<file path="config.mk">
export PLATFORM = sky130hd
export DESIGN_NAME = bmde_cell
export DESIGN_NICKNAME = d
export VERILOG_FILES = /design/src/hw/rtl/bmde_pkg.sv /design/src/hw/rtl/bmde_cell.sv
export SDC_FILE = /design/constraint.sdc
export NUM_CORES = 1
export LEC_CHECK = 0
export BUFFER_PORTS_ARGS = -buffer_cell sky130_fd_sc_hd__buf_2
export CAP_MARGIN = 20
export CORE_AREA = 2 2 39 41
export DETAILED_ROUTE_END_ITERATION = 10
export DIE_AREA = 0 0 41 43
export GPL_ROUTABILITY_DRIVEN = 0
export HOLD_SLACK_MARGIN = 0.02
export PLACE_DENSITY = 0.54
export SLEW_MARGIN = 30
export SYNTH_ARGS = -nofsm -noshare
export SYNTH_HDL_FRONTEND = slang
export SYNTH_SLANG_ARGS = --single-unit
</file>
<file path="constraint.sdc">
create_clock -name clock -period 1.15 [get_ports clock]
set_clock_uncertainty 0.15 [all_clocks]
set_input_delay 0.115 -clock clock [delete_from_list [all_inputs] [get_ports clock]]
set_output_delay 0.115 -clock clock [all_outputs]
set_load 0.005 [all_outputs]
</file>
<file path="src/hw/rtl/bmde_pkg.sv">
// Package for the binary morphology dilate/erode unit.
// Holds sizes, register codes, the configuration struct and the cell control struct.
// No dependencies.
package bmde_pkg;

   // Structuring element and image limits
   localparam int MAX_SE   = 5;
   localparam int HALF     = MAX_SE / 2;
   localparam int WIN      = 2 * HALF + 1;
   localparam int MAX_COLS = 1024;
   localparam int MAX_ROWS = 1024;
   localparam int LS_DEPTH = MAX_COLS + 2 * HALF;
   localparam int LS_AW    = $clog2(LS_DEPTH);
   localparam int MASK_W   = MAX_SE * MAX_SE;
   localparam int MIDX_W   = $clog2(MASK_W);
   localparam int HALF_W   = $clog2(HALF + 1);

   // Field widths fixed by the register map
   localparam int POS_W  = 11;
   localparam int SE_W   = 3;
   localparam int DATA_W = 32;
   localparam int ADDR_W = 5;
   localparam int IDX_W  = 3;

   // Register indexes
   localparam logic [IDX_W-1:0] REG_MODE       = 3'd0;
   localparam logic [IDX_W-1:0] REG_SE_MASK    = 3'd1;
   localparam logic [IDX_W-1:0] REG_SE_ROWS    = 3'd2;
   localparam logic [IDX_W-1:0] REG_SE_COLS    = 3'd3;
   localparam logic [IDX_W-1:0] REG_IMAGE_ROWS = 3'd4;
   localparam logic [IDX_W-1:0] REG_IMAGE_COLS = 3'd5;

   // Mode codes
   localparam logic MODE_DILATE = 1'b0;
   localparam logic MODE_ERODE  = 1'b1;

   // Clamped configuration and derived grid limits
   typedef struct packed {
      logic              mode;
      logic [MASK_W-1:0] mask;
      logic [SE_W-1:0]   er;
      logic [SE_W-1:0]   ec;
      logic [HALF_W-1:0] hr;
      logic [HALF_W-1:0] hc;
      logic [POS_W-1:0]  ir;
      logic [POS_W-1:0]  ic;
      logic [POS_W-1:0]  hr2;         // 2*hr
      logic [POS_W-1:0]  hc2;         // 2*hc
      logic [POS_W-1:0]  row_end;     // last grid row
      logic [POS_W-1:0]  col_end;     // last grid column
      logic [POS_W-1:0]  ero_row_end; // last grid row carrying an erosion result
      logic [POS_W-1:0]  ero_col_end; // last grid column carrying an erosion result
   } cfg_type;

   // Per-cell element masks
   typedef struct packed {
      logic [WIN-1:0] dil_m; // bit a: element bit (a, j) in use
      logic [WIN-1:0] ero_m; // bit r: element bit (2hr-r, 2hc-j) in use
   } cell_mask_type;

endpackage

</file>
<file path="src/hw/rtl/bmde_cell.sv">
// One window column cell: holds a column of the neighbourhood and passes it on.
// Reports its dilation hit and erosion pass on the column being loaded.
// Depends on bmde_pkg.
module bmde_cell import bmde_pkg::*; (
   input  logic          clock,
   input  logic          reset,
   input  logic          shift_en,
   input  logic          clr,       // start of a grid row: drop stale column
   input  logic [WIN-1:0] col_in,
   input  cell_mask_type msk,
   output logic [WIN-1:0] col_out,
   output logic          dil_hit,
   output logic          ero_ok
);

   logic [WIN-1:0] col_ff, col_in_next;

   assign col_in_next = clr ? '0 : col_in;

   always_ff @(posedge clock) begin
      if (reset) begin
         col_ff <= '0;
      end else if (shift_en) begin
         col_ff <= col_in_next;
      end
   end

   // Terms for the window as it stands after this shift
   assign dil_hit = |(msk.dil_m & col_in_next);
   assign ero_ok  = &(~msk.ero_m | col_in_next);
   assign col_out = col_ff;

endmodule

</file>
# Word level (Yosys, flattened, before mapping)
# Index checks and enable logic that the tools add are counted.
# word_totals
regBits	5
output_inout_bits	7
wordCells	7
# op_classes
n_mux	1
bitwise	3
reduce_logical	2
# ops
operator	count
5-bit AND	1
5-bit two-way mux	1
5-bit inverter	1
5-bit bitwise OR	1
5-bit AND reduction	1
5-bit OR reduction	1

# Logic depth before layout (Yosys ltp)
# depth
word_depth	3
ltp_mapped	3

# Worst setup path before layout
# No wires, ideal clock.
# synth_timing
kind	register -> register
start	register col_out[1] (netlist name)
end	register col_ff[1], in the netlist col_out[1]
setup_ns	0.114
t_arrival_ns	0.579
required_time_ns	0.886
path_slack_ns	0.307
stages_incl_launch_ff	4
n_path_buf	0
synth_period_minus_slack_ns	0.843
path_cell_list	dfxtp_1 and2b_1 a21oi_1 nor2_1
# synth_rtl
element	line	source
end signal: assignment	bmde_cell.sv:24	col_ff <= col_in_next;
end: declaration	bmde_cell.sv:16	logic [WIN-1:0] col_ff, col_in_next;

# Worst setup path after layout
# layout_timing
start	input port msk[1] (netlist name)
end	output port ero_ok
# layout_via
elab_chain_cells	3
# layout_lines
element	line	source
start: declaration	bmde_cell.sv:10	input cell_mask_type msk,
5-bit inverter	bmde_cell.sv:30	assign ero_ok = &(~msk.ero_m | col_in_next);
5-bit bitwise OR	bmde_cell.sv:30	
5-bit AND reduction	bmde_cell.sv:30	
end: declaration	bmde_cell.sv:13	output logic ero_ok
# No other way between the ends.

==> run summary <==
Status = finished clean
First DRT Iteration DRCs = 5
Worst reg2reg startpoint = col_out[1]$_SDFFE_PP0P_
Final Hold Viols = 0
H-tree depth = 1
Worst-path clk slew = 40 ps
Final core occ = 0.376
Router iterations before antenna repair = 4
Seq pwr share = 0.367
DRC Markers = 0
R2R Path End = col_out[1]$_SDFFE_PP0P_
Die W = 41 um
CTS tree = done
Slew @ Worst Pin = 275 ps
Yosys top cell area share = 0.360
Max Cap Viol = 0
Post-synthesis register bit count = 5
ANT cells = 0
CTS root buf = clkbuf_4
R2R Setup Slk = 280 ps
Min Tclk post-route = 1070 ps
Net Sw Frac = 0.240
Max Freq = 0.936 GHz
CTS buffer count = 3
Vias per Instance = 4.39
Cells after synthesis = 34
# setup viols final = 0
Die height = 43 um
Final Total Pwr = 0.000499 W
Ys Warns = 0
Worst Hold End = col_out[3]$_SDFFE_PP0P_
Psw = 0.000120 W
Via count = 369
CP Data Required Time = 880 ps
Largest net degree at the start of global routing = 8
Routed wire length = 890 um
Clock Power Share = 0.400
HP Start = col_in[3]
Max-slew violation count = 0
Synthesized area = 278 um^2
Vias in the first global route = 338
Logic pwr share = 0.233
PnR worst setup slack = 81.9 ps
Row cnt = 14
Starting Density = 0.201
Area Growth Syn to Fin = 87.4%
Hold Crit Depth = 3
Synth top area cells = dfxtp_1 (36%), a21oi_1 (11%), nor2b_1 (9.0%)
Nets = 88
Unique masters post-synth = 15
Core ar. = 1380 um^2
Pwr per Cell Area = 959 nW/um^2
Cells on worst reg2reg path = 3
RSZ-0062 raised after global routing = yes
Initial antenna violation count = 0
Clk sink count = 5
Hold WC Path Type = in -> reg
Deepest clock path buffer count = 2
Setup WS pre-CTS = 80.2 ps
GRT Resource Usage Total = 0.109
CP arrival = 800 ps
Peak VDD IR = 355 uV
Max-Slew Margin vs Limit = 0.817
Sequential area share after synthesis = 0.360
Kind of critical path = in -> out
Period utilization = 0.929
Critical Path Fanout Max = 2
Die Area = 1760 um^2
Leak = 0.261 nW
WL/cell = 10.6 um
Startpoint types = input pin
Max reg flops = 5
Internal Pwr Total = 0.000379 W
CP Capture Type = output pin
Fill cells = 155
GRT overflow = 0
Synth area leader = dfxtp_1
Postcts setup bufs = 0
Share of layout cells above drive strength 1 = 0.471
Clock latency on the worst-skew pair = 240 ps
Syn Nets = 53
Mean Syn Cell Area = 8.17 um^2
IO Port Bufs = 25
Global-route wire length before repair = 1250 um
Routed Antenna Nets = 0
Boundary pin count = 26
## worst max-delay path by stage
stage	start	end	slack, ps	cells past startpoint
floorplan	col_out[1]$_SDFFE_PP0P_	col_out[1]$_SDFFE_PP0P_	310	3
global placement	col_in[0]	dil_hit	90	4
detailed placement	msk[1]	ero_ok	80	5
CTS	msk[1]	ero_ok	80	5
global route	col_in[0]	dil_hit	-9	4
finish	msk[1]	ero_ok	80	5
## Yosys cell counts
master / n
a21oi_1: 6
a222oi_1: 1
a22oi_1: 1
a2bb2oi_1: 1
and2b_1: 1
and2b_4: 1
dfxtp_1: 5
inv_1: 4
nand2b_1: 1
nand3b_1: 1
nor2_1: 4
nor2b_1: 4
nor3_2: 1
nor4_2: 1
o22ai_1: 2
## through the flow
step | cell area [um^2] | instances | hold slack, ps | setup TNS [ps]
after floorplan | 278 | 34 | 34.1 | 0
after global placement | 423 | 75 | 200 | 0
after detailed placement | 423 | 75 | 202 | 0
after CTS | 499 | 84 | 37.0 | 0
after global routing | 520 | 84 | 63.2 | -14.9
final | 520 | 84 | 40.8 | 0
## critical path, stage by stage
cell,delay [ps]
buf_2,120
nor4_4,270
a2bb2oi_2,90
nor3_2,90
buf_2,120
## cells by family (layout without fill, tap and decap cells)
group | Yosys count | count (layout) | share of synthesized area
and+or+nand+nor | 14 | 14 | 0.338
AOI/OAI and AO/OA | 11 | 11 | 0.248
buffers and inverters | 4 | 38 | 0.0540
DFF | 5 | 5 | 0.360
## placed cells by master, fill, tap and decap left out
master / Yosys / final
a21oi_1: 6 / 6
buf_6: 0 / 1
nor2b_1: 4 / 4
a2bb2oi_2: 0 / 1
inv_1: 4 / 4
clkbuf_1: 0 / 1
nor2_1: 4 / 4
dfxtp_1: 5 / 5
a222oi_1: 1 / 1
a22oi_1: 1 / 1
nand3b_1: 1 / 1
clkbuf_4: 0 / 3
and2b_4: 1 / 1
dlygate4sd3_1: 0 / 5
nor3_2: 1 / 1
buf_2: 0 / 24
nand2b_1: 1 / 1
nor4_4: 0 / 1
and2b_1: 1 / 1
o22ai_1: 2 / 2
## layout make-up
class / instances / area (um^2) / share of cell area
sequential: 5 / 100 / 0.192
timing repair buffer: 30 / 181 / 0.349
clock buffer: 4 / 26.3 / 0.0505
multi-input combinational: 25 / 178 / 0.341
inverter: 4 / 15.0 / 0.0288
tap: 16 / 20.0 / 0.0385
## power groups by stage
stage               Clock (W)  Sequential [W]  Combinational [W]
global placement            0        0.000186          0.0000954
detailed placement          0        0.000186          0.0000955
finish               0.000199        0.000183           0.000116
CTS                  0.000209        0.000183           0.000109
floorplan                   0        0.000187          0.0000368
global route         0.000230        0.000183           0.000132
## metal layers
layer / GRT usage / wire length [um] / vias up
li1: - / - / 190
met1: 0.0968 / 311 / 156
met2: 0.175 / 430 / 21
met3: 0.0524 / 143 / 2
met4: 0.0800 / 4 / 0
met5: 0 / 0 / -
## what timing repair did
item / in CTS / in global routing
hold endpoints to repair: 5 / 0
endpoints found under the setup margin: 0 / 2
hold buffers: 5 / 0
gates resized for setup: 0 / 3
Note: power is estimated with default switching activity, not from simulation.
