===== src/hw/rtl/bmde_pkg.sv =====
// Package for the binary morphology dilate/erode unit.
// Holds sizes, register codes, the configuration struct and the cell control struct.
// No dependencies.
package bmde_pkg;

   // Structuring element and image limits
   localparam int MAX_SE   = 5;
   localparam int HALF     = MAX_SE / 2;
   localparam int WIN      = 2 * HALF + 1;
   localparam int MAX_COLS = 1024;
   localparam int MAX_ROWS = 1024;
   localparam int LS_DEPTH = MAX_COLS + 2 * HALF;
   localparam int LS_AW    = $clog2(LS_DEPTH);
   localparam int MASK_W   = MAX_SE * MAX_SE;
   localparam int MIDX_W   = $clog2(MASK_W);
   localparam int HALF_W   = $clog2(HALF + 1);

   // Field widths fixed by the register map
   localparam int POS_W  = 11;
   localparam int SE_W   = 3;
   localparam int DATA_W = 32;
   localparam int ADDR_W = 5;
   localparam int IDX_W  = 3;

   // Register indexes
   localparam logic [IDX_W-1:0] REG_MODE       = 3'd0;
   localparam logic [IDX_W-1:0] REG_SE_MASK    = 3'd1;
   localparam logic [IDX_W-1:0] REG_SE_ROWS    = 3'd2;
   localparam logic [IDX_W-1:0] REG_SE_COLS    = 3'd3;
   localparam logic [IDX_W-1:0] REG_IMAGE_ROWS = 3'd4;
   localparam logic [IDX_W-1:0] REG_IMAGE_COLS = 3'd5;

   // Mode codes
   localparam logic MODE_DILATE = 1'b0;
   localparam logic MODE_ERODE  = 1'b1;

   // Clamped configuration and derived grid limits
   typedef struct packed {
      logic              mode;
      logic [MASK_W-1:0] mask;
      logic [SE_W-1:0]   er;
      logic [SE_W-1:0]   ec;
      logic [HALF_W-1:0] hr;
      logic [HALF_W-1:0] hc;
      logic [POS_W-1:0]  ir;
      logic [POS_W-1:0]  ic;
      logic [POS_W-1:0]  hr2;         // 2*hr
      logic [POS_W-1:0]  hc2;         // 2*hc
      logic [POS_W-1:0]  row_end;     // last grid row
      logic [POS_W-1:0]  col_end;     // last grid column
      logic [POS_W-1:0]  ero_row_end; // last grid row carrying an erosion result
      logic [POS_W-1:0]  ero_col_end; // last grid column carrying an erosion result
   } cfg_type;

   // Per-cell element masks
   typedef struct packed {
      logic [WIN-1:0] dil_m; // bit a: element bit (a, j) in use
      logic [WIN-1:0] ero_m; // bit r: element bit (2hr-r, 2hc-j) in use
   } cell_mask_type;

endpackage


===== src/hw/rtl/bmde_csr.sv =====
// APB-style register file for the morphology unit, with clamping of sizes.
// Depends on bmde_pkg.
module bmde_csr import bmde_pkg::*; (
   input  logic              clock,
   input  logic              reset,
   input  logic              psel,
   input  logic              penable,
   input  logic              pwrite,
   input  logic [ADDR_W-1:0] paddr,
   input  logic [DATA_W-1:0] pwdata,
   output logic [DATA_W-1:0] prdata,
   output logic              pready,
   output logic              wr_hit,   // a listed register was written
   output cfg_type           cfg
);

   logic              mode_ff, mode_in;
   logic [MASK_W-1:0] mask_ff, mask_in;
   logic [SE_W-1:0]   se_rows_ff, se_rows_in;
   logic [SE_W-1:0]   se_cols_ff, se_cols_in;
   logic [POS_W-1:0]  img_rows_ff, img_rows_in;
   logic [POS_W-1:0]  img_cols_ff, img_cols_in;
   logic              wr_en;
   logic [IDX_W-1:0]  idx;
   logic [SE_W-1:0]   er, ec;
   logic [HALF_W-1:0] hr, hc;
   logic [POS_W-1:0]  ir, ic, hr2, hc2;

   assign pready = 1'b1;
   assign idx    = paddr[ADDR_W-1:2];
   assign wr_en  = psel & penable & pwrite;

   // Register writes
   always_comb begin
      mode_in     = mode_ff;
      mask_in     = mask_ff;
      se_rows_in  = se_rows_ff;
      se_cols_in  = se_cols_ff;
      img_rows_in = img_rows_ff;
      img_cols_in = img_cols_ff;
      wr_hit      = 1'b0;
      if (wr_en) begin
         unique case (idx)
            REG_MODE: begin
               mode_in = pwdata[0];
               wr_hit  = 1'b1;
            end
            REG_SE_MASK: begin
               mask_in = pwdata[MASK_W-1:0];
               wr_hit  = 1'b1;
            end
            REG_SE_ROWS: begin
               se_rows_in = pwdata[SE_W-1:0];
               wr_hit     = 1'b1;
            end
            REG_SE_COLS: begin
               se_cols_in = pwdata[SE_W-1:0];
               wr_hit     = 1'b1;
            end
            REG_IMAGE_ROWS: begin
               img_rows_in = pwdata[POS_W-1:0];
               wr_hit      = 1'b1;
            end
            REG_IMAGE_COLS: begin
               img_cols_in = pwdata[POS_W-1:0];
               wr_hit      = 1'b1;
            end
            default: wr_hit = 1'b0;
         endcase
      end
   end

   always_ff @(posedge clock) begin
      if (reset) begin
         mode_ff     <= MODE_DILATE;
         mask_ff     <= '1;
         se_rows_ff  <= SE_W'(3);
         se_cols_ff  <= SE_W'(3);
         img_rows_ff <= POS_W'(MAX_ROWS);
         img_cols_ff <= POS_W'(MAX_COLS);
      end else begin
         mode_ff     <= mode_in;
         mask_ff     <= mask_in;
         se_rows_ff  <= se_rows_in;
         se_cols_ff  <= se_cols_in;
         img_rows_ff <= img_rows_in;
         img_cols_ff <= img_cols_in;
      end
   end

   // Read-back
   always_comb begin
      prdata = '0;
      unique case (idx)
         REG_MODE:       prdata[0]          = mode_ff;
         REG_SE_MASK:    prdata[MASK_W-1:0] = mask_ff;
         REG_SE_ROWS:    prdata[SE_W-1:0]   = se_rows_ff;
         REG_SE_COLS:    prdata[SE_W-1:0]   = se_cols_ff;
         REG_IMAGE_ROWS: prdata[POS_W-1:0]  = img_rows_ff;
         REG_IMAGE_COLS: prdata[POS_W-1:0]  = img_cols_ff;
         default:        prdata             = '0;
      endcase
   end

   // Saturate sizes into range
   always_comb begin
      if (se_rows_ff == '0)                   er = SE_W'(1);
      else if (se_rows_ff > SE_W'(MAX_SE))    er = SE_W'(MAX_SE);
      else                                    er = se_rows_ff;
      if (se_cols_ff == '0)                   ec = SE_W'(1);
      else if (se_cols_ff > SE_W'(MAX_SE))    ec = SE_W'(MAX_SE);
      else                                    ec = se_cols_ff;
      if (img_rows_ff == '0)                  ir = POS_W'(1);
      else if (img_rows_ff > POS_W'(MAX_ROWS)) ir = POS_W'(MAX_ROWS);
      else                                    ir = img_rows_ff;
      if (img_cols_ff == '0)                  ic = POS_W'(1);
      else if (img_cols_ff > POS_W'(MAX_COLS)) ic = POS_W'(MAX_COLS);
      else                                    ic = img_cols_ff;
   end

   assign hr  = HALF_W'(er >> 1);
   assign hc  = HALF_W'(ec >> 1);
   assign hr2 = POS_W'({hr, 1'b0});
   assign hc2 = POS_W'({hc, 1'b0});

   // Derived grid limits
   always_comb begin
      cfg.mode        = mode_ff;
      cfg.mask        = mask_ff;
      cfg.er          = er;
      cfg.ec          = ec;
      cfg.hr          = hr;
      cfg.hc          = hc;
      cfg.ir          = ir;
      cfg.ic          = ic;
      cfg.hr2         = hr2;
      cfg.hc2         = hc2;
      cfg.row_end     = ir + hr2 - POS_W'(1);
      cfg.col_end     = ic + hc2 - POS_W'(1);
      cfg.ero_row_end = ir + POS_W'(hr) - POS_W'(1);
      cfg.ero_col_end = ic + POS_W'(hc) - POS_W'(1);
   end

endmodule


===== config.mk =====
export PLATFORM = sky130hd
export DESIGN_NAME = bmde_csr
export DESIGN_NICKNAME = d
export VERILOG_FILES = /design/src/hw/rtl/bmde_pkg.sv /design/src/hw/rtl/bmde_csr.sv
export SDC_FILE = /design/constraint.sdc
export NUM_CORES = 1
export LEC_CHECK = 0
export BUFFER_PORTS_ARGS = -buffer_cell sky130_fd_sc_hd__buf_4
export CAP_MARGIN = 40
export CORE_ASPECT_RATIO = 0.6
export CORE_MARGIN = 1.5
export CORE_UTILIZATION = 52
export DETAILED_ROUTE_END_ITERATION = 8
export GPL_ROUTABILITY_DRIVEN = 0
export GPL_TIMING_DRIVEN = 0
export PLACE_DENSITY = 0.85
export SLEW_MARGIN = 20
export SYNTH_ARGS = -nofsm -noshare
export SYNTH_HDL_FRONTEND = slang
export SYNTH_SLANG_ARGS = --single-unit

===== constraint.sdc =====
create_clock -name clock -period 4.76 [get_ports clock]
set_clock_uncertainty 0.2 [all_clocks]
set_input_delay 0.238 -clock clock [delete_from_list [all_inputs] [get_ports clock]]
set_output_delay 0.238 -clock clock [all_outputs]
set_load 0.02 [all_outputs]

# Yosys cells after proc, flatten, opt, wreduce, memory -nomap -nowiden
# Index checks and enable logic that the tools add are counted.
[classes]
add_sub_neg = 8
n_mul = 0
div_mod_pow = 0
order_cmp = 4
n_eq_ne = 5
shift = 0
n_mux = 14
bitwise = 2
reduce_logical = 12
[op_table]
columns = ["operator", "n"]
rows = [
  ["$mux 11", 4],
  ["$sub 11x1->11 const B", 4],
  ["$pmux 8 s3", 1],
  ["$add 11x2->11", 2],
  ["$add 11x3->11", 2],
  ["$gt 11x11->1 const B", 2],
  ["$logic_not 11->1", 2],
  ["$mux 14", 1],
  ["$mux 3", 4],
  ["$reduce_and 2->1", 6],
  ["$pmux 2 s5", 1],
  ["$logic_not 3->1", 3],
  ["$eq 3x2->1 const B", 2],
  ["$eq 3x3->1 const B", 2],
  ["$gt 3x3->1 const B", 2],
  ["$pmux 1 s6", 1],
  ["$reduce_or 6->1", 1],
  ["$eq 3x1->1 const B", 1],
  ["$and 1x1->1", 2],
  ["$mux 1", 2],
]
[word_totals]
register_bits = 54
latch_bits = 0
mem_bits_rw = 0
mem_bits_ro = 0
input_bits = 42
elab_cells = 51
n_memories = 0

# Longest topological paths before layout
# Gate-level depths: netlist of run 1.
[logic_depth]
ltp_word = 5
mapped_depth = 13
mapped_depth_nobuf = 13

# Worst setup path after synthesis of run 1
# No wires, ideal clock.
[synth_timing]
path_kind = "flip-flop to output port"
start = "reg img_rows_ff[4]"
end = "out cfg[20] (netlist bit)"
arrival_ns = 3.156
t_required_ns = 4.322
setup_slack_ns = 1.166
stages_incl_launch_ff = 14
path_buffers = 0
cell_sequence = "dfxtp_1 -> nor4_1 -> nand3_1 -> a21oi_1 -> inv_1 -> ha_1 -> inv_1 -> ha_1 -> inv_1 -> fa_1 -> nor2b_1 -> nor3_1 -> o21ai_0 -> mux2_2"
[synth_lines]
columns = ["item", "line_no", "source"]
rows = [
  ["from (decl)", "bmde_csr.sv:21", "logic [POS_W-1:0] img_rows_ff, img_rows_in;"],
  ["from (signal assigned)", "bmde_csr.sv:79", "img_rows_ff <= POS_W'(MAX_ROWS);"],
  ["from (signal assigned)", "bmde_csr.sv:86", "img_rows_ff <= img_rows_in;"],
  ["to (decl)", "bmde_csr.sv:14", "output cfg_type cfg"],
]

==> reports/summary.txt, run 1 <==
Run status: completed
Area growth syn-to-layout: 41.69%
Largest cells by area after synthesis: dfxtp_1 (24%), ha_1 (9.0%), nand2_1 (6.1%)
FF-to-FF End: img_rows_ff[10]
Antenna cells: 0
Synthesized cell area: 4469 µm²
Vias in the first global route: 4621
Inserted Clock Buffers: 5
Initial antenna violation count: 0
Seq cells post-synth: 54
CTS H-tree depth: 2
Sw power: 320.9 µW
GRT Overall Usage: 30.14%
Power Internal: 895.5 µW
CTS root buffer: clkbuf_16
Comb power frac: 22.4%
Die Y: 74.81 µm
Post-synthesis adder-cell area fraction: 10.75%
Sequential area share after synthesis: 24.19%
Routed Antenna Nets: 0
Die X: 122.7 µm
Commonest non-fill, non-tap cells in the layout: buf_4 (199), nand2_1 (73), dfxtp_1 (54), inv_1 (45)
Hold path depth: 3
Most common cell after layout, fill and taps aside: buf_4
Share of cells above drive strength 1: 28.75%
Min-Delay Path Class: primary input to flop
Worst slack, placed: 1.071 ns
Post-synth EDFFs: 0
Grt total ovfl: 0
DRC marker count from the first detailed-route iteration: 335
Port Buffers: 163
Area share of the largest cell type after synthesis: 24.19%
Worst EP arrival: 3.70 ns
Req. time, crit path: 4.32 ns
Routed len/inst: 15.22 µm
Critical Path End Type: primary output
Final Max Slew Viols: 0
Vias post-DR: 4843
Clock buffer depth: 2
Ys flop type: dfxtp_1
Final TNS setup: 0 ns
DP HPWL: 10880 µm
Depth of the most critical reg-to-reg path: 2
Post-synth cell types: 42
Max_slew headroom: 56.40%
Reg-to-Reg Start: img_rows_ff[10]
Setup violators final: 0
Clock latency on the worst-skew pair: 0.29 ns
RSZ-0062 raised after global routing: no
Post_cts resized: 0
Ys Warns: 0
Final min period: 4.142 ns
# fillers: 602
Hold EP: mask_ff[9]
Max cap viols: 0
Detailed Route WL: 13920 µm
Largest net degree at the start of global routing: 17
CP Max Fanout: 4
Initial Utilization: 55.17%
Reg2Reg Setup Slack: 3.70 ns
# rows: 25
Final Hold Fails: 0
Crit path kind: flop to primary output
Maximum clock rate: 241.4 MHz
Clk pwr share: 39.7%
Synth Area in Simple Gates: 24.36%
TritonRoute pass-1 iters: 5
Cell accounting for the most synthesized area: dfxtp_1
Remaining routing DRC violations: 0
Floorplan core area: 8102 µm²
Post-synthesis async set-or-reset flop share: 0%
Fraction of power spent switching nets: 26.38%
XOR/XNOR Fraction of Synth Area: 5.487%
Fin crit share: 87.02%
Crit start category: flop
Mean Syn Cell Area: 7.575 µm²
Hold Crit Start: pwdata[9]
Syn Inst Count: 590
CTS sink count: 54
Cell Pwr Density: 192.1 nW/µm²
Sequential share of power: 37.9%
Vias per std cell: 5.293
Leak pwr: 3.157 nW
IO Pins: 200
TritonCTS clock tree: built
Reg clk slew, reported paths: 0.07 ns
Mux contribution to synthesized area: 6.579%
Worst slew pin tran: 0.6505 ns
Synth Area in Compound Gates: 15.54%
Main combinational cell family by area after synthesis: simple AND/OR/NAND/NOR gates
Final worst-path setup slack: 0.6177 ns
Peak VDD IR: 0.1549 mV
Die area: 9178 µm²
First-pass GRT wire length: 22020 µm
Final nets: 884
==> cell usage after synthesis (all sizes together), types with 23 or more instances <==
cell type  count
xnor2         25
a21oi         44
inv           45
nor2          44
dfxtp         54
ha            32
o21ai         25
clkbuf        23
nand2         73
nand3b        28
buf           47
==> cell type report <==
type | instances | area [µm²] | share of cell area, %
Multi-Input combinational cell | 445 | 2900 | 45.80
Timing Repair Buffer | 185 | 1439 | 22.72
Sequential cell | 54 | 1081 | 17.07
Buffer | 70 | 409.1 | 6.461
Inverter | 45 | 168.9 | 2.667
Clock buffer | 6 | 138.9 | 2.193
Tap cell | 108 | 135.1 | 2.134
Clock inverter | 2 | 60.06 | 0.9484
==> state kept, by name, summed over array words and instances (netlist names) <==
| signal | count |
|---|---|
| mask_ff | 25 |
| img_cols_ff | 11 |
| img_rows_ff | 11 |
| se_cols_ff | 3 |
| se_rows_ff | 3 |
| mode_ff | 1 |
==> how the worst max path moves through the flow <==
stage              startpoint      end  slack, ns  cells past startpoint
5_1_grt        img_rows_ff[4]  cfg[20]       0.36                     14
6_report       img_rows_ff[4]  cfg[20]       0.62                     14
3_5_place_dp   img_rows_ff[4]  cfg[20]       1.07                     14
3_3_place_gp   img_rows_ff[4]  cfg[20]       1.09                     14
2_1_floorplan  img_rows_ff[4]  cfg[20]       1.17                     13
4_1_cts        img_rows_ff[4]  cfg[20]       0.73                     14
==> cells by family (layout without fill, tap and decap cells) <==
family,Yosys count,after routing
simple gates,214,214
buf+inv,115,308
compound gates,113,113
flops,54,54
fa+ha+maj,36,36
xor+xnor,28,28
mux,28,28
other cells,2,26
==> stage by stage <==
| stage | power [mW] | hold slack [ns] | area [µm²] | utilization, % | cells |
|---|---|---|---|---|---|
| final | 1.216 | 0.005940 | 6332 | 78.16 | 915 |
| after global routing | 1.255 | 0.01974 | 6332 | 78.16 | 915 |
| after CTS | 1.210 | 0.01063 | 6327 | 78.10 | 914 |
| after detailed placement | 0.7238 | 0.2518 | 5918 | 73.05 | 885 |
| after global placement | 0.7194 | 0.2478 | 5918 | 73.05 | 885 |
| after floorplan | 0.6275 | 0.1559 | 4559 | - | 614 |
==> metal layers <==
layer / track usage, % / wire length, µm / share of wire (%)
met2: 49.26 / 6147 / 44
met4: 5.556 / 121 / 0.87
met5: 0 / 0 / 0
met1: 41.29 / 6344 / 46
met3: 7.273 / 1308 / 9.4
==> worst max-delay path, stage by stage (launching register included) <==
cell and delay [ns]:
dfxtp_1 0.34, nor4_1 0.30, nand3_1 0.15, a21oi_1 0.37
inv_1 0.11, ha_1 0.21, inv_1 0.05, ha_1 0.20
inv_1 0.07, fa_1 0.42, nor2b_1 0.18, nor3_1 0.09
o21ai_0 0.37, mux2_2 0.39, buf_4 0.16
==> timing repair <==
action                    in CTS  in global routing
hold endpoints to repair      22                  0
hold buffers                  21                  0
setup buffers                  0                  0
==> power by group through the flow <==
stage | sequential (mW) | combinational [mW] | clock [mW]
floorplan | 0.473 | 0.154 | 0
global placement | 0.471 | 0.248 | 0
detailed placement | 0.471 | 0.253 | 0
CTS | 0.461 | 0.267 | 0.482
global route | 0.462 | 0.290 | 0.503
finish | 0.461 | 0.273 | 0.482
Note: power is estimated with default switching activity, not from simulation.
==> run 2, diff against run 1 <==
- CTS_BUF_LIST: default -> sky130_fd_sc_hd__clkbuf_16
==> run 2 against run 1 <==
  * Routed wire length is 0.17% lower
  * Clock power is 4% lower
  * Final cell count stayed put
  * Clock-buffer cell count is 1 lower
  * Global-route usage hardly changed
  * Setup slack better by 0.0043 ns
  * Design area is 0.16% lower
  * First-iteration DRC count is 3.9% higher
  * Non-clock buffer count stayed put
  * Fmax is 0.10% higher
  * Die area stayed put
  * Via count is 0.25% higher
  * Critical path type unchanged
  * Critical endpoint unchanged
  * Largest power group unchanged
==> reports/summary.txt, run 2 (synthesis gave the netlist of run 1 again) <==
Run status: completed
Ordered cell list for the critical path: nor4_1 > nand3_1 > a21oi_1 > inv_1 > ha_1 > inv_1 > ha_1 > inv_1 > fa_1 > nor2b_1 > nor3_1 > o21ai_0 > mux2_2 > buf_4
Inserted Clock Buffers: 5 (unchanged)
Initial Utilization: 55.17% (unchanged)
Final Hold Fails: 0 (unchanged)
Share of cells above drive strength 1: 28.62% (-0.12 points)
Largest net degree at the start of global routing: 17 (unchanged)
CP startpoint: img_rows_ff[4]
DP Area: 5918 µm² (unchanged)
Setup violators final: 0 (unchanged)
Detailed Route WL: 13900 µm (-0.17%)
Vias in the first global route: 4588 (-0.71%)
Antenna cells: 0 (unchanged)
Top reg by flops: mask_ff
Leak pwr: 3.152 nW (-0.18%)
Crit start category: flop
Routed Antenna Nets: 0 (unchanged)
First-pass GRT wire length: 21940 µm (-0.37%)
Max reg flops: 25 (unchanged)
Grt total ovfl: 0 (unchanged)
Critical Path End Type: primary output
Final worst-path setup slack: 0.6220 ns (+0.004305 ns)
Most used cell, CP: inv_1
Routed len/inst: 15.19 µm (-0.17%)
Clock buffer depth: 2 (unchanged)
CP max-delay cell: fa_1
Area of the multi-input gates: 2900 µm² (unchanged)
Worst EP arrival: 3.70 ns (about the same)
Cell Pwr Density: 189.2 nW/µm² (-1.5%)
Commonest non-fill, non-tap cells in the layout: buf_4 (199), nand2_1 (73), dfxtp_1 (54), inv_1 (45)
Biggest regs: mask_ff: 25 flops, img_cols_ff: 11 flops, img_rows_ff: 11 flops
Remaining routing DRC violations: 0 (unchanged)
Most common cell after layout, fill and taps aside: buf_4
Initial antenna violation count: 0 (unchanged)
TritonRoute pass-1 iters: 5 (unchanged)
Final TNS setup: 0 ns (unchanged)
# rows: 25 (unchanged)
GRT Overall Usage: 30.09% (-0.050 points)
Reg clk slew, reported paths: 0.07 ns (about the same)
Floorplan core area: 8102 µm² (unchanged)
FF-to-FF End: img_rows_ff[10]
CTS sink count: 54 (unchanged)
Post_cts resized: 0 (unchanged)
IO Pins: 200 (unchanged)
Max_slew headroom: 57.35% (+0.96 points)
CTS H-tree depth: 2 (unchanged)
TritonCTS clock tree: built
Max cap viols: 0 (unchanged)
Final nets: 884 (unchanged)
CP Max Fanout: 4 (unchanged)
DP HPWL: 10880 µm (unchanged)
Max incr delay on CP: 0.42 ns (about the same)
FF/Latch Area: 1081 µm² (unchanged)
CTS root buffer: clkbuf_16
# fillers: 605 (+0.50%)
Clock latency on the worst-skew pair: 0.29 ns (about the same)
Worst slack, placed: 1.071 ns (unchanged)
DRC marker count from the first detailed-route iteration: 348 (+3.9%)
Port Buffers: 163 (unchanged)
Depth of the most critical reg-to-reg path: 2 (unchanged)
Area growth syn-to-layout: 41.46%
Die Y: 74.81 µm (unchanged)
Die area: 9178 µm² (unchanged)
RSZ-0062 raised after global routing: no
Crit path to: cfg[20]
Final min period: 4.138 ns (-0.004305 ns)
Vias per std cell: 5.306 (+0.25%)
Peak VDD IR: 0.1526 mV (-1.5%)
Reg2Reg Setup Slack: 3.70 ns (about the same)
Req. time, crit path: 4.32 ns (about the same)
Vias post-DR: 4855 (+0.25%)
Min-Delay Path Class: primary input to flop
Die X: 122.7 µm (unchanged)
Final Max Slew Viols: 0 (unchanged)
Maximum clock rate: 241.7 MHz (+0.10%)
Final instance area: 6322 µm² (-0.16%)
Worst slew pin tran: 0.6362 ns (-0.01429 ns)
Crit path kind: flop to primary output
Fin crit share: 86.93% (-0.090 points)
Reg-to-Reg Start: img_rows_ff[10]
[run 2: worst min path at each step]
stage / start / to / slack [ns] / cells after the start
floorplan: pwdata[10] / img_cols_ff[10] / 0.16 / 1
global placement: pwdata[17] / mask_ff[17] / 0.25 / 3
detailed placement: pwdata[18] / mask_ff[18] / 0.25 / 3
CTS: pwdata[9] / mask_ff[9] / 0.01 / 3
global route: pwdata[9] / img_cols_ff[9] / 0.02 / 3
finish: pwdata[9] / mask_ff[9] / 0.01 / 3
[run 2: metal layers]
metal  vias to the layer above  GRT usage, %  wire, µm
met5                         -             0         0
met4                         0         5.039       112
met3                        16         7.273      1270
met2                       236         49.07      6188
met1                      2272         41.48      6326
li1                       2331             -         -
[run 2: stage by stage]
stage	instances	total power, mW	hold slack [ns]	utilization (%)
finish	915	1.196	0.01468	78.04
floorplan	614	0.6275	0.1559	-
global placement	885	0.7194	0.2478	73.05
global route	915	1.238	0.02278	78.04
detailed placement	885	0.7238	0.2518	73.05
CTS	914	1.193	0.01371	77.98
[run 2: worst max-delay path, delay by kind of cell, from the launching register on]
family | cells | cell delay, ns
DFF | 1 | 0.34
AOI/OAI and AO/OA | 2 | 0.74
and+or+nand+nor | 4 | 0.72
adders and majority gates | 3 | 0.83
muxes | 1 | 0.39
buffers and inverters | 4 | 0.39
[run 2: layout make-up]
type / count / share of cell area, %
Clock buffer: 5 / 1.979
Tap cell: 108 / 2.137
Buffer: 70 / 6.471
Multi-Input combinational cell: 445 / 45.87
Timing Repair Buffer: 185 / 22.76
Sequential cell: 54 / 17.10
Inverter: 45 / 2.672
Clock inverter: 3 / 1.009
[run 2: power breakdown]
part / internal (mW) / switching [mW] / total [mW]
clock network: 0.300 / 0.163 / 0.463
registers: 0.456 / 0.00483 / 0.461
logic: 0.123 / 0.149 / 0.272
[run 2: repair_timing]
item	in CTS	in global routing
hold endpoints to repair	22	0
hold buffers	21	0
setup buffers	0	0
endpoints found under the setup margin	0	0
==> run 3, diff against run 2 <==
- ABC_AREA: default -> 1
==> run 3 against run 2 <==
  * Setup slack better by 0.43 ns
  * Sequential cell count stayed put
  * Power grew 8.0%
  * Combinational power grew 71%
==> reports/summary.txt, run 3 <==
Port Buffers: 164 (+0.61%)
Worst EP arrival: 3.27 ns (-0.43 ns)
Crit start category: flop
# rows: 26 (+4.0%)
Vias post-DR: 5439 (+12%)
IO Pins: 200 (unchanged)
WL met1: 6179 µm (-2.3%)
Remaining routing DRC violations: 0 (unchanged)
Clock buffer depth: 2 (unchanged)
FF/Latch Area: 1081 µm² (unchanged)
Seq cells post-synth: 54 (unchanged)
Final instance area: 6354 µm² (+0.49%)
Crit path kind: flop to primary output
Post-synthesis async set-or-reset flop share: 0% (unchanged)
Max reg flops: 25 (unchanged)
Biggest regs: mask_ff: 25 flops, img_cols_ff: 11 flops, img_rows_ff: 11 flops
CP Max Fanout: 7 (+3)
Reg clk slew, reported paths: 0.07 ns (about the same)
CTS H-tree depth: 2 (unchanged)
Inserted Clock Buffers: 5 (unchanged)
Syn Inst Count: 703 (+19%)
Setup Fix Bufs, Post-CTS: 0 (unchanged)
Critical Path End Type: primary output
DRC marker count from the first detailed-route iteration: 509 (+46%)
CTS sink count: 54 (unchanged)
GRT Overall Usage: 30.88% (+0.79 points)
Setup violators final: 0 (unchanged)
Final TNS setup: 0 ns (unchanged)
Initial antenna violation count: 1 (+1)
Final total power: 1.292 mW (+8.0%)
Final nets: 999 (+13%)
Final worst-path setup slack: 1.050 ns (+0.4278 ns)
Area growth syn-to-layout: 40.63%
First-pass GRT wire length: 22620 µm (+3.1%)
Mean Syn Cell Area: 6.427 µm² (-15%)
Die Y: 75.20 µm (+0.52%)
Final Max Slew Viols: 0 (unchanged)
Commonest non-fill, non-tap cells in the layout: buf_4 (202), nand2_1 (176), inv_1 (110), nor2_1 (93), dfxtp_1 (54)
Max_slew headroom: 53.95% (-3.4 points)
Min-Delay Path Class: primary input to flop
Routed Antenna Nets: 0 (unchanged)
Synthesized cell area: 4518 µm² (+1.1%)
Area share of the largest cell type after synthesis: 23.93% (-0.26 points)
Floorplan core area: 8458 µm² (+4.4%)
Worst slew pin tran: 0.6907 ns (+0.05453 ns)
RSZ-0062 raised after global routing: no
Area of the multi-input gates: 2693 µm² (-7.2%)
DP HPWL: 11120 µm (+2.2%)
Run status: completed
Final min period: 3.710 ns (-0.4278 ns)
Dpl cells: 1003 (+13%)
Sequential area share after synthesis: 23.93% (-0.26 points)
Die X: 123.3 µm (+0.53%)
Grt total ovfl: 0 (unchanged)
Maximum clock rate: 269.5 MHz (+12%)
Cell Pwr Density: 203.4 nW/µm² (+7.5%)
Share of cells above drive strength 1: 26.46% (-2.2 points)
Commonest cells in the netlist: nand2_1 (176), inv_1 (109), nor2_1 (93)
Top-count cell post-synth: nand2_1
Peak VDD IR: 0.1672 mV (+9.5%)
Cell accounting for the most synthesized area: dfxtp_1
TritonRoute pass-1 iters: 5 (unchanged)
Met2 wire length: 6852 µm (+11%)
Post-synth EDFFs: 0 (unchanged)
Worst slack, placed: 1.430 ns (+0.3593 ns)
Final Util: 75.12% (-2.9 points)
Met3 WL: 1341 µm (+5.6%)
Leak pwr: 3.622 nW (+15%)
Initial Utilization: 53.42% (-1.7 points)
Max cap viols: 0 (unchanged)
Vias per std cell: 5.255 (-0.96%)
DP Area: 5979 µm² (+1.0%)
Die area: 9275 µm² (+1.1%)
Final Hold Fails: 0 (unchanged)
Req. time, crit path: 4.32 ns (about the same)
Most common cell after layout, fill and taps aside: buf_4
Top reg by flops: mask_ff
Finished Layout Cells: 1035 (+13%)
Largest cells by area after synthesis: dfxtp_1 (24%), nand2_1 (15%), inv_1 (9.1%)
Hold WS: 0.007856 ns (-0.006823 ns)
TritonCTS clock tree: built
# fillers: 643 (+6.3%)
Ys Warns: 0 (unchanged)
Clock latency on the worst-skew pair: 0.29 ns (about the same)
Max layer used: met4
CTS root buffer: clkbuf_16
Fin crit share: 77.95% (-9.0 points)
Post-synth cell types: 33 (-21%)
Ys flop type: dfxtp_1
Routed len/inst: 14.29 µm (-5.9%)
Detailed Route WL: 14790 µm (+6.4%)
Largest net degree at the start of global routing: 17 (unchanged)
Vias in the first global route: 4851 (+5.7%)
[run 3: metal layers]
layer  track usage (%)  vias up
met5                 0        -
met4             9.706        0
met3             5.000       53
met2             53.70      302
met1             39.94     2502
li1                  -     2582
[run 3: critical path, stage by stage, from the launching register on]
cell and delay, ns:
dfxtp_1 0.36, nor2_1 0.13, nand3_1 0.12, o21ai_2 0.20, inv_1 0.14, nor2_1 0.27, inv_1 0.16, ha_1 0.35
fa_1 0.49, o21ai_1 0.34, nand2_1 0.12, nand2_1 0.08, nand2_1 0.04, nand2_1 0.05, buf_4 0.13
[run 3: logic make-up (layout without fill, tap and decap cells)]
family	count (synthesis)	after routing	share of synthesized area, %
compound gates	88	88	13.02
other cells	2	27	0.1662
simple gates	332	332	30.49
buf+inv	174	369	18.47
fa+ha+maj	36	36	10.63
flops	54	54	23.93
xor+xnor	17	17	3.296
[run 3: layout make-up]
| class | count | area share [%] |
|---|---|---|
| Timing Repair Buffer | 187 | 23.00 |
| Buffer | 56 | 6.164 |
| Tap cell | 112 | 2.206 |
| Clock buffer | 5 | 1.969 |
| Sequential cell | 54 | 17.01 |
| Antenna cell | 1 | 0.03939 |
| Clock inverter | 3 | 0.2560 |
| Inverter | 118 | 6.971 |
| Multi-Input combinational cell | 499 | 42.38 |
[run 3: report_power, final]
group	internal (mW)	total, mW	switching, mW
clock	0.194	0.366	0.172
sequential	0.457	0.462	0.00479
combinational	0.188	0.465	0.276
total	0.839	1.29	0.453
[run 3: what timing repair did]
item,4_1_cts,5_1_grt
hold buffers,23,0
gates resized for setup,0,0
hold endpoints to repair,23,0
[run 3: path summary, 6_finish.rpt]
path,cells past startpoint,to,start,slack (ns)
hold / removal,3,img_rows_ff[7],pwdata[7],0.008
setup / recovery,14,cfg[29],img_cols_ff[0],1.05
hold reg to reg,2,mask_ff[6],mask_ff[6],0.30
setup reg to reg,2,img_rows_ff[10],img_rows_ff[10],3.70
